[src/hw/rtl/typea_anticollision_uid_resolver_macros.svh]
// assertion helpers used by the resolver top module
`ifndef TYPEA_ANTICOLLISION_UID_RESOLVER_MACROS_SVH
`define TYPEA_ANTICOLLISION_UID_RESOLVER_MACROS_SVH

// same-cycle implication, off during reset
`define TACUR_ASSERT_IMP(label, clk, rst, ante, cons, msg) \
   label: assert property (@(posedge clk) disable iff (rst) (ante) |-> (cons)) else $error(msg);

// next-cycle implication, off during reset
`define TACUR_ASSERT_NXT(label, clk, rst, ante, cons, msg) \
   label: assert property (@(posedge clk) disable iff (rst) (ante) |=> (cons)) else $error(msg);

`endif

[src/hw/rtl/tacur_pkg.sv]
// ----------------------------------------------------------------------------
// tacur_pkg
// types, codes and constants of the type A anticollision uid resolver
// ----------------------------------------------------------------------------
package tacur_pkg;

   localparam int UID_LEN = 5;

   // request kind
   localparam logic KIND_START = 1'b0;
   localparam logic KIND_REPLY = 1'b1;

   // reply status
   localparam logic [1:0] ST_OK        = 2'd0;
   localparam logic [1:0] ST_TIMEOUT   = 2'd1;
   localparam logic [1:0] ST_COLLISION = 2'd2;
   localparam logic [1:0] ST_OTHER     = 2'd3;

   // outcome
   localparam logic [1:0] OUT_NEXT  = 2'd0;
   localparam logic [1:0] OUT_DONE  = 2'd1;
   localparam logic [1:0] OUT_ERROR = 2'd2;

   localparam logic [6:0] NVB_START = 7'h20;
   localparam logic [6:0] NVB_FULL  = 7'h58;
   localparam logic [2:0] FULL_UID_BYTES  = 3'd5;
   localparam logic [2:0] FULL_KNOWN      = 3'd4;
   localparam logic [3:0] FRAME_UID_TOTAL = 4'd6;

   typedef struct packed {
      logic                      kind;
      logic [7:0]                select_code;
      logic [1:0]                reply_status;
      logic [4:0]                collision_position;
      logic [5:0]                received_bits;
      logic [UID_LEN-1:0][7:0]   rx;
   } req_type;

   typedef struct packed {
      logic [UID_LEN-1:0][7:0]   uid;
      logic [6:0]                nvb;
      logic [6:0]                framing;
      logic [7:0]                mask;
      logic [2:0]                known;
      logic [7:0]                sel;
   } state_type;

   typedef struct packed {
      logic [1:0]                outcome;
      logic [7:0]                frame_select;
      logic [6:0]                frame_nvb;
      logic [6:0]                frame_bit_framing;
      logic [2:0]                frame_length;
      logic [UID_LEN-1:0][7:0]   uid;
   } rsp_type;

   localparam state_type STATE_RESET = '{
      uid:     '0,
      nvb:     NVB_START,
      framing: 7'd0,
      mask:    8'd0,
      known:   3'd0,
      sel:     8'd0
   };

endpackage

[src/hw/rtl/tacur_in_reg.sv]
// ----------------------------------------------------------------------------
// tacur_in_reg
// input register: holds one request until the step logic moves it on
// ----------------------------------------------------------------------------
module tacur_in_reg (
   input  logic              clock,
   input  logic              reset,
   input  logic              req_valid,
   output logic              req_ready,
   input  tacur_pkg::req_type req_in,
   input  logic              advance,
   output logic              hold_valid,
   output tacur_pkg::req_type hold_req
);
   import tacur_pkg::*;

   logic    valid_ff, valid_in;
   req_type req_ff, req_nx_in;

   assign req_ready  = !valid_ff || advance;
   assign hold_valid = valid_ff;
   assign hold_req   = req_ff;

   always_comb begin
      valid_in  = valid_ff;
      req_nx_in = req_ff;
      if (req_ready) begin
         valid_in  = req_valid;
         req_nx_in = req_in;
      end
   end

   always_ff @(posedge clock) begin
      if (reset) begin
         valid_ff <= 1'b0;
      end else begin
         valid_ff <= valid_in;
      end
      req_ff <= req_nx_in;
   end

endmodule

[src/hw/rtl/tacur_step.sv]
// ----------------------------------------------------------------------------
// tacur_step
// next state and result for one request: start, timeout, collision split, merge, bcc check
// ----------------------------------------------------------------------------
module tacur_step (
   input  tacur_pkg::req_type   req,
   input  tacur_pkg::state_type cur,
   output tacur_pkg::state_type nxt,
   output tacur_pkg::rsp_type   rsp
);
   import tacur_pkg::*;

   logic [1:0] outcome;
   logic [4:0] pos_m1;
   logic [1:0] grp;
   logic [3:0] off;
   logic [7:0] frm_wide;
   logic [2:0] low;
   logic [7:0] new_mask;
   logic [2:0] len;
   logic [2:0] src;
   logic [7:0] b;
   logic [7:0] bcc;
   logic       len_ok;
   state_type  upd;

   always_comb begin
      upd      = cur;
      outcome  = OUT_NEXT;
      pos_m1   = req.collision_position - 5'd1;
      grp      = pos_m1[4:3];
      off      = {1'b0, pos_m1[2:0]} + 4'd1;
      frm_wide = {off, 4'b0000} + {4'b0000, off};
      len      = (req.received_bits > 6'd8) ? req.received_bits[5:3] : 3'd1;
      len_ok   = 1'b0;
      low      = 3'd0;
      new_mask = 8'd0;
      src      = 3'd0;
      b        = 8'd0;
      bcc      = 8'd0;

      if (req.kind == KIND_START) begin
         upd     = STATE_RESET;
         upd.sel = req.select_code;
      end else begin
         case (req.reply_status)
            ST_TIMEOUT: begin
               outcome = OUT_ERROR;
            end
            ST_COLLISION: begin
               if (req.collision_position == 5'd0) begin
                  upd.nvb     = NVB_FULL;
                  upd.known   = FULL_KNOWN;
                  upd.framing = 7'd0;
               end else begin
                  upd.nvb     = NVB_START + {1'b0, grp, 4'b0000} + {3'b000, off};
                  upd.known   = {1'b0, grp} + 3'd1;
                  upd.framing = frm_wide[6:0];
               end
               // on a byte boundary the old mask stays
               low = upd.nvb[2:0];
               for (int i = 0; i < 8; i++) begin
                  new_mask[i] = (3'(i) < low);
               end
               if (low != 3'd0) begin
                  upd.mask = new_mask;
               end
               for (int i = 0; i < UID_LEN; i++) begin
                  b = req.rx[i];
                  if (3'(i) == upd.known - 3'd1) begin
                     b = b & upd.mask;
                  end
                  if (3'(i) < upd.known) begin
                     upd.uid[i] = cur.uid[i] | b;
                  end
               end
               outcome = OUT_NEXT;
            end
            default: begin
               if (cur.known == 3'd0) begin
                  len_ok = (len == FULL_UID_BYTES);
                  if (len_ok) begin
                     upd.uid = req.rx;
                  end
               end else begin
                  len_ok = (cur.known <= FULL_KNOWN) &&
                           (({1'b0, len} + {1'b0, cur.known}) == FRAME_UID_TOTAL);
                  if (len_ok) begin
                     // received byte 0 lands on the partly known byte
                     for (int j = 0; j < UID_LEN; j++) begin
                        src = 3'(j) - cur.known + 3'd1;
                        if (3'(j) >= cur.known - 3'd1 && src < 3'(UID_LEN)) begin
                           upd.uid[j] = cur.uid[j] | req.rx[src];
                        end
                     end
                  end
               end
               bcc = upd.uid[0] ^ upd.uid[1] ^ upd.uid[2] ^ upd.uid[3];
               if (!len_ok) begin
                  upd     = cur;
                  outcome = OUT_ERROR;
               end else if (upd.uid[4] == bcc) begin
                  outcome = OUT_DONE;
               end else begin
                  outcome = OUT_ERROR;
               end
            end
         endcase
      end

      nxt                   = upd;
      rsp.outcome           = outcome;
      rsp.frame_select      = upd.sel;
      rsp.frame_nvb         = upd.nvb;
      rsp.frame_bit_framing = upd.framing;
      rsp.frame_length      = upd.known + 3'd2;
      rsp.uid               = upd.uid;
   end

endmodule

[src/hw/rtl/typea_anticollision_uid_resolver.sv]
// ----------------------------------------------------------------------------
// typea_anticollision_uid_resolver
// reader side of one type A anticollision cascade level
//
//   channel   dir   payload                                      accepted when
//   req_      in    kind, select, status, position, bits, rx[5]  req_valid & req_ready
//   rsp_      out   outcome, select, nvb, framing, length, uid   rsp_valid & rsp_ready
//
// one request per cycle while no result is stalled; each request waits in the input
// register until the step takes it, and its result is registered as the level state updates
// the state update is the only loop, closed through the level state register edge
// reset clears the level state to nvb 0x20 with an empty uid, and both stages
// a stalled result holds the step; the input register still takes one request
// ----------------------------------------------------------------------------
`include "typea_anticollision_uid_resolver_macros.svh"

module typea_anticollision_uid_resolver (
   input  logic       clock,
   input  logic       reset,
   input  logic       req_valid,
   output logic       req_ready,
   input  logic       req_kind,
   input  logic [7:0] req_select_code,
   input  logic [1:0] req_reply_status,
   input  logic [4:0] req_collision_position,
   input  logic [5:0] req_received_bits,
   input  logic [7:0] req_rx_byte_0,
   input  logic [7:0] req_rx_byte_1,
   input  logic [7:0] req_rx_byte_2,
   input  logic [7:0] req_rx_byte_3,
   input  logic [7:0] req_rx_byte_4,
   output logic       rsp_valid,
   input  logic       rsp_ready,
   output logic [1:0] rsp_outcome,
   output logic [7:0] rsp_frame_select,
   output logic [6:0] rsp_frame_nvb,
   output logic [6:0] rsp_frame_bit_framing,
   output logic [2:0] rsp_frame_length,
   output logic [7:0] rsp_uid_out_0,
   output logic [7:0] rsp_uid_out_1,
   output logic [7:0] rsp_uid_out_2,
   output logic [7:0] rsp_uid_out_3,
   output logic [7:0] rsp_uid_out_4
);
   import tacur_pkg::*;

   req_type   req_bus;
   req_type   hold_req;
   logic      hold_valid;
   logic      advance;
   state_type state_ff, state_in;
   rsp_type   rsp_ff, rsp_in, step_rsp;
   logic      rsp_valid_ff, rsp_valid_in;

   always_comb begin
      req_bus.kind               = req_kind;
      req_bus.select_code        = req_select_code;
      req_bus.reply_status       = req_reply_status;
      req_bus.collision_position = req_collision_position;
      req_bus.received_bits      = req_received_bits;
      req_bus.rx[0]              = req_rx_byte_0;
      req_bus.rx[1]              = req_rx_byte_1;
      req_bus.rx[2]              = req_rx_byte_2;
      req_bus.rx[3]              = req_rx_byte_3;
      req_bus.rx[4]              = req_rx_byte_4;
   end

   assign advance = !rsp_valid_ff || rsp_ready;

   tacur_in_reg u_in_reg (
      .clock      (clock),
      .reset      (reset),
      .req_valid  (req_valid),
      .req_ready  (req_ready),
      .req_in     (req_bus),
      .advance    (advance),
      .hold_valid (hold_valid),
      .hold_req   (hold_req)
   );

   state_type step_nxt;

   tacur_step u_step (
      .req (hold_req),
      .cur (state_ff),
      .nxt (step_nxt),
      .rsp (step_rsp)
   );

   always_comb begin
      state_in     = state_ff;
      rsp_in       = rsp_ff;
      rsp_valid_in = rsp_valid_ff;
      if (advance) begin
         rsp_valid_in = hold_valid;
         if (hold_valid) begin
            state_in = step_nxt;
            rsp_in   = step_rsp;
         end
      end
   end

   always_ff @(posedge clock) begin
      if (reset) begin
         state_ff     <= STATE_RESET;
         rsp_valid_ff <= 1'b0;
      end else begin
         state_ff     <= state_in;
         rsp_valid_ff <= rsp_valid_in;
      end
      rsp_ff <= rsp_in;
   end

   assign rsp_valid             = rsp_valid_ff;
   assign rsp_outcome           = rsp_ff.outcome;
   assign rsp_frame_select      = rsp_ff.frame_select;
   assign rsp_frame_nvb         = rsp_ff.frame_nvb;
   assign rsp_frame_bit_framing = rsp_ff.frame_bit_framing;
   assign rsp_frame_length      = rsp_ff.frame_length;
   assign rsp_uid_out_0         = rsp_ff.uid[0];
   assign rsp_uid_out_1         = rsp_ff.uid[1];
   assign rsp_uid_out_2         = rsp_ff.uid[2];
   assign rsp_uid_out_3         = rsp_ff.uid[3];
   assign rsp_uid_out_4         = rsp_ff.uid[4];

   `TACUR_ASSERT_NXT(a_step_fills_rsp, clock, reset, hold_valid && advance, rsp_valid, "request lost between stages")
   `TACUR_ASSERT_IMP(a_stall_only_when_full, clock, reset, !req_ready, hold_valid && rsp_valid && !rsp_ready, "request stalled without cause")
   `TACUR_ASSERT_NXT(a_start_clears_level, clock, reset, hold_valid && advance && hold_req.kind == KIND_START, state_ff.known == 3'd0 && state_ff.nvb == NVB_START && state_ff.uid == '0, "start did not clear the level")
   `TACUR_ASSERT_IMP(a_done_has_good_bcc, clock, reset, rsp_valid && rsp_outcome == OUT_DONE, rsp_uid_out_4 == (rsp_uid_out_0 ^ rsp_uid_out_1 ^ rsp_uid_out_2 ^ rsp_uid_out_3), "done reported with a bad bcc")

endmodule

[config.mk]
export PLATFORM = sky130hd
export DESIGN_NAME = typea_anticollision_uid_resolver
export DESIGN_NICKNAME = d
export VERILOG_FILES = /design/src/hw/rtl/tacur_pkg.sv /design/src/hw/rtl/tacur_in_reg.sv /design/src/hw/rtl/tacur_step.sv /design/src/hw/rtl/typea_anticollision_uid_resolver.sv
export VERILOG_INCLUDE_DIRS = /design/src /design/src/hw/rtl
export SDC_FILE = /design/constraint.sdc
export NUM_CORES = 1
export LEC_CHECK = 0
export BUFFER_PORTS_ARGS = -buffer_cell sky130_fd_sc_hd__buf_2
export CAP_MARGIN = 20
export CORE_ASPECT_RATIO = 0.75
export CORE_MARGIN = 4
export CORE_UTILIZATION = 35
export DETAILED_ROUTE_END_ITERATION = 8
export PLACE_DENSITY_LB_ADDON = 0.12
export SYNTH_ARGS = -nofsm -noshare
export SYNTH_HDL_FRONTEND = slang
export SYNTH_SLANG_ARGS = --single-unit
export TNS_END_PERCENT = 30
[constraint.sdc]
create_clock -name clock -period 5 [get_ports clock]
set_clock_uncertainty 0.05 [all_clocks]
set_input_delay 0.5 -clock clock [delete_from_list [all_inputs] [get_ports clock]]
set_output_delay 0.5 -clock clock [all_outputs]
set_load 0.05 [all_outputs]
==> impl_metrics.yaml, run 1 <==
place:
  place_congestion: 0.950
  hpwl_um: 26500
  place_area_um2: 12100
  io_buffers: 131
cells_and_area:
  layout_commonest_cell: "nand2_1"
  fin_nets: 1350
  fill_cells: 3011
  final_cell_area_um2: 12800
  postLayoutCoreUtil: 0.420
  syn2layout_area_growth_pct: 17.2
  layout_common_cells: "nand2_1 (190), buf_2 (131), edfxtp_1 (126), nor2_1 (110), a21oi_1 (106)"
  diodes: 0
  drive_above_1_share: 0.186
cts:
  cts_hold_buf: 0
  htree_levels: 1
  clkSlewWorstSetupHoldPaths_ps: 70
  cts_made_buffers: 22
  worst_skew_pair.late_latency_ps: 530
  cts_setup_buffers: 0
  cts-root-buf: "clkbuf_16"
  cts_tree: "yes"
  clkSinkCount: 201
  post_cts_resized: 0
  clockBufferDepth: 3
synthesis:
  synth_nets: 1240
  syn_area_um2: 10900
  synth_edf_count: 126
  synth-seq-cells: 201
  ys.flop_type: "edfxtp_1"
  async_flop_share: 0
  yosys_warnings: 0
  yosys-top-cells-area: "edfxtp_1 (35%), dfxtp_1 (14%), nand2_1 (6.6%), a21oi_1 (4.9%), mux2i_1 (4.3%)"
  syn_avg_cell_area_um2: 9.48
  synth_cells: 1153
  synth_seq_area_share: 0.483
  synth_top_area_frac: 0.346
  ys_types: 72
  yosys.area.top_type: "edfxtp_1"
timing:
  maxSlewHeadroom: 0.251
  slew_violations: 0
  fin_tns_setup_ps: 0
  finalSetupViolations: 0
  hold_viol: 0
  worst_slew_pin_slew_ps: 1120
  period_minus_slack_ps: 4570
  max_freq_mhz: 219
  rsz0062_at_grt: "no"
  post-route-period-util: 0.914
min_path:
  hp-class: "primary input to flop"
worst_setup_path:
  worstPathMaxFanout: 24
  end_kind: "flop"
  start_kind: "flop"
  cp_data_required_time_ps: 5230
  arrival_ps: 4800
  rrSetupSlack_ps: 430
  critical_path_class: "flop to flop"
pwr:
  ir_drop_mv: 0.270
  p_leak_nw: 4.60
  cellPowerDensity_nw_per_um2: 333
global_routing:
  antenna_found_initial: 0
  grt_pass1_wl_um: 56100
  track_usage: 0.214
  overflow: 0
  grt_start_max_net_pins: 72
  grt_pass1_vias: 8666
drt:
  wl_um: 37700
  vias: 9401
  ant_nets: 0
  wl_per_cell_um: 22.5
  vias_per_cell: 5.60
  drc: 0
  drt_iter0_markers: 1190
  drtPass1Iterations: 5
flow_run:
  cap_violations: 0
floorplan:
  die_h_um: 161
  core_area_um2: 30500
  ioPinCount: 135
  start_util: 0.359
  dieWidth_um: 212
  dieArea_um2: 34200
  rows: 55
status:
  status: "complete, no violations"
[power breakdown]
part           switching, mW  leakage (nW)  total [mW]  internal, mW
combinational          0.467          2.39       0.688         0.221
clock                  0.680         0.366        1.68         0.996
sequential            0.0731          1.84        1.91          1.84
total                   1.22          4.60        4.27          3.05
[flip-flops by register name, indices dropped and copies added (netlist names), 7 cells and up]
signal	flops
state_ff	73
u_in_reg.hold_req	59
rsp_frame_select	8
rsp_uid_out_0	8
rsp_uid_out_1	8
rsp_uid_out_2	8
rsp_uid_out_3	8
rsp_uid_out_4	8
rsp_frame_bit_framing	7
rsp_frame_nvb	7
[through the flow]
stage                     setup WS [ps]  instances  hold slack, ps  power [mW]
after floorplan                    1060       1153             383        2.38
after global placement              628       1637             389        2.61
after detailed placement            565       1637             395        2.62
after CTS                           540       1677            71.3        4.30
after global routing                321       1678            75.4        4.44
final                               430       1678            91.0        4.27
[cell usage after synthesis, drive strengths merged (3+ instances only)]
| library cell | n |
|---|---|
| a211oi | 7 |
| a21o | 6 |
| a21oi | 107 |
| a22o | 9 |
| a22oi | 7 |
| a2bb2oi | 18 |
| a311oi | 3 |
| a31o | 3 |
| a31oi | 35 |
| a32oi | 3 |
| and2 | 11 |
| and3 | 4 |
| buf | 16 |
| clkbuf | 66 |
| dfxtp | 75 |
| edfxtp | 126 |
| ha | 20 |
| inv | 16 |
| mux2 | 12 |
| mux2i | 47 |
| mux4 | 8 |
| nand2 | 191 |
| nand2b | 16 |
| nand3 | 41 |
| nand3b | 12 |
| nand4b | 3 |
| nor2 | 110 |
| nor2b | 3 |
| nor3 | 22 |
| nor4 | 4 |
| o2111ai | 3 |
| o211a | 3 |
| o211ai | 4 |
| o21a | 3 |
| o21ai | 43 |
| o21bai | 3 |
| o221ai | 3 |
| o22ai | 19 |
| o2bb2ai | 5 |
| o31a | 3 |
| or2 | 3 |
| xnor2 | 18 |
| xnor3 | 6 |
| xor2 | 7 |
[area by class of cell]
class	count	area [µm²]	share of cell area
Clock buffer	32	641	0.0500
Clock inverter	8	100	0.00781
Inverter	18	70.1	0.00547
Multi-Input combinational cell	852	5270	0.411
Sequential cell	201	5290	0.413
Tap cell	399	499	0.0389
Timing Repair Buffer	168	946	0.0738
[final timing paths]
| check | startpoint | end | cells after the start |
|---|---|---|---|
| min reg2reg | state_ff[5] | state_ff[5] | 2 |
| min | req_rx_byte_1[2] | u_in_reg.hold_req[10] | 1 |
| max reg2reg | u_in_reg.hold_req[43] | rsp_outcome[0] | 12 |
| max | u_in_reg.hold_req[43] | rsp_outcome[0] | 12 |
[kinds of logic (layout without fill, tap and decap cells)]
group / count (synthesis) / in the layout / share of synthesized area
DFF: 201 / 201 / 0.483
muxes: 67 / 67 / 0.0719
buffers and inverters: 100 / 226 / 0.0352
AOI/OAI and AO/OA: 302 / 302 / 0.178
adders and majority gates: 21 / 21 / 0.0247
and+or+nand+nor: 431 / 431 / 0.175
xor gates and xnor gates: 31 / 31 / 0.0324
[critical path, stage by stage, from the launching register on]
cell       delay, ps
edfxtp_1         390
o21bai_1         170
ha_1             210
fa_1             490
or4b_4           470
a2111oi_4        320
buf_4            370
nand2_1          160
o22ai_1          320
xnor3_1          480
xnor2_1          230
nand4_1          210
nor4_1           460
[layer usage]
layer | wire [µm] | track usage | up-vias
li1 | - | - | 4417
met1 | 17800 | 0.334 | 4470
met2 | 14700 | 0.283 | 462
met3 | 4290 | 0.0652 | 52
met4 | 941 | 0.0530 | 0
met5 | 0 | 0 | -
Note: power is estimated with default switching activity, not from simulation.
==> run 2: changes to the inputs <==
==> constraint.sdc (replaced) <==
create_clock -name clock -period 4.7 [get_ports clock]
set_clock_uncertainty 0.05 [all_clocks]
set_input_delay 0.47 -clock clock [delete_from_list [all_inputs] [get_ports clock]]
set_output_delay 0.47 -clock clock [all_outputs]
set_load 0.05 [all_outputs]
==> run 2 against run 1 <==
Compared with the run above:
- routed wire length hardly changed
- largest power group unchanged
- die area stayed put
- clock power is 4% higher
- power is 5.5% higher
- sequential power is 6% higher
- combinational power is 6.8% higher
- count of clock-buffer cells in the layout is 4 lower
- register-to-register slack worse by 230 ps
- flip-flop and latch count stayed put
==> impl_metrics.yaml, run 2 (synthesized netlist as in run 1, its figures left out) <==
status:
  status: "complete, no violations"
pwr:
  p_leak_nw: 4.61
  ir_drop_mv: 0.240
  cellPowerDensity_nw_per_um2: 352
timing:
  slew_violations: 0
  rsz0062_at_grt: "no"
  period_minus_slack_ps: 4500
  post-route-period-util: 0.957
  hold_viol: 0
  finalSetupViolations: 0
  max_freq_mhz: 222
  maxSlewHeadroom: 0.255
  fin_tns_setup_ps: 0
  worst_slew_pin_slew_ps: 1110
cells_and_area:
  layout_commonest_cell: "nand2_1"
  diodes: 0
  largest_reg_flops: 73
  layout_common_cells: "nand2_1 (190), buf_2 (131), edfxtp_1 (126), nor2_1 (110), a21oi_1 (106)"
  drive_above_1_share: 0.190
  fin_nets: 1353
  final_cells: 1681
  syn2layout_area_growth_pct: 17.2
  regMostFlops: "state_ff"
floorplan:
  core_area_um2: 30500
  dieArea_um2: 34200
  dieWidth_um: 212
  rows: 55
  ioPinCount: 135
  start_util: 0.359
  die_h_um: 161
global_routing:
  antenna_found_initial: 1
  track_usage: 0.212
  met2_usage: 0.281
  overflow: 0
  grt_util_met1: 0.338
  top_usage_layer: "met1"
  use_met3: 0.0511
  grt_pass1_wl_um: 55900
  grt_start_max_net_pins: 65
  grt_pass1_vias: 8751
cts:
  post_cts_resized: 0
  cts_made_buffers: 22
  cts-root-buf: "clkbuf_16"
  clockBufferDepth: 3
  worst_skew_pair.late_latency_ps: 530
  clkSlewWorstSetupHoldPaths_ps: 70
  cts_hold_buf: 0
  cts_tree: "yes"
  cts_setup_buffers: 0
  htree_levels: 1
  clkSinkCount: 201
drt:
  drtPass1Iterations: 6
  vias: 9488
  vias_per_cell: 5.64
  ant_nets: 0
  wl_um: 37700
  drt_iter0_markers: 1176
  wl_per_cell_um: 22.4
  drc: 0
worst_setup_path:
  critical_path_class: "flop to flop"
  arrival_ps: 4710
  cp_data_required_time_ps: 4920
  start_kind: "flop"
  reg2reg_depth: 13
  timing.rr.end: "rsp_outcome[1]"
  r2r-start: "u_in_reg.hold_req[43]"
  worstPathMaxFanout: 13
  end_kind: "flop"
  rrSetupSlack_ps: 200
min_path:
  min_to: "u_in_reg.hold_req[2]"
  hp-class: "primary input to flop"
  min_from: "req_rx_byte_0[2]"
  min_path_cells: 1
place:
  place_inst: 1641
  place_congestion: 0.941
  io_buffers: 131
  hpwl_um: 26400
flow_run:
  cap_violations: 0
[run 2: cell count changes in the layout (fill, tap and decap cells not counted), sizes merged]
cell | previous run | this run
buf | 168 | 171
clkbuf | 32 | 28
clkinv | 7 | 10
inv | 17 | 18
[run 2: area by class of cell]
| class | count | area [µm²] |
|---|---|---|
| fill | 3018 | 17700 |
| sequential | 201 | 5290 |
| multi-input combinational | 852 | 5270 |
| timing repair buffer | 171 | 956 |
| clock buffer | 28 | 603 |
| tap | 399 | 499 |
| clock inverter | 12 | 121 |
| inverter | 18 | 70.1 |
[run 2: how the worst max path moves through the flow]
stage	startpoint	endpoint	slack (ps)	cells after the start
3_5_place_dp	u_in_reg.hold_req[43]	rsp_outcome[1]	300	13
2_1_floorplan	state_ff[9]	rsp_outcome[1]	760	14
3_3_place_gp	u_in_reg.hold_req[43]	rsp_outcome[1]	360	13
4_1_cts	u_in_reg.hold_req[43]	rsp_outcome[1]	270	13
5_1_grt	u_in_reg.hold_req[43]	rsp_outcome[1]	110	13
6_report	u_in_reg.hold_req[43]	rsp_outcome[1]	200	13
[run 2: through the flow]
step	hold slack (ps)	cell area (µm²)	utilization	setup WS, ps	total power [mW]
after floorplan	383	10900	-	760	2.53
after global placement	389	12100	0.396	363	2.79
after CTS	33.7	12800	0.420	270	4.56
final	63.2	12800	0.420	204	4.51
after detailed placement	393	12100	0.396	296	2.79
after global routing	40.0	12800	0.420	108	4.68
[run 2: critical path: stages, from the launching register on]
cell	delay [ps]
edfxtp_1	400
o21bai_1	180
ha_1	210
fa_1	480
or4b_4	470
a2111oi_4	550
buf_4	290
buf_4	220
o211ai_1	120
a21oi_1	390
xnor2_1	150
xnor3_1	310
nand4b_1	150
o31a_1	280
[run 2: power breakdown]
part | leakage, nW | switching, mW | total [mW] | internal, mW
Sequential | 1.84 | 0.0792 | 2.03 | 1.95
Combinational | 2.41 | 0.499 | 0.735 | 0.236
Clock | 0.363 | 0.717 | 1.74 | 1.02
Total | 4.61 | 1.30 | 4.51 | 3.21
[run 2: routing by layer]
metal | routed length (µm) | vias up
met5 | 0 | -
met4 | 981 | 0
met3 | 3760 | 57
met2 | 14800 | 474
met1 | 18100 | 4519
li1 | - | 4438
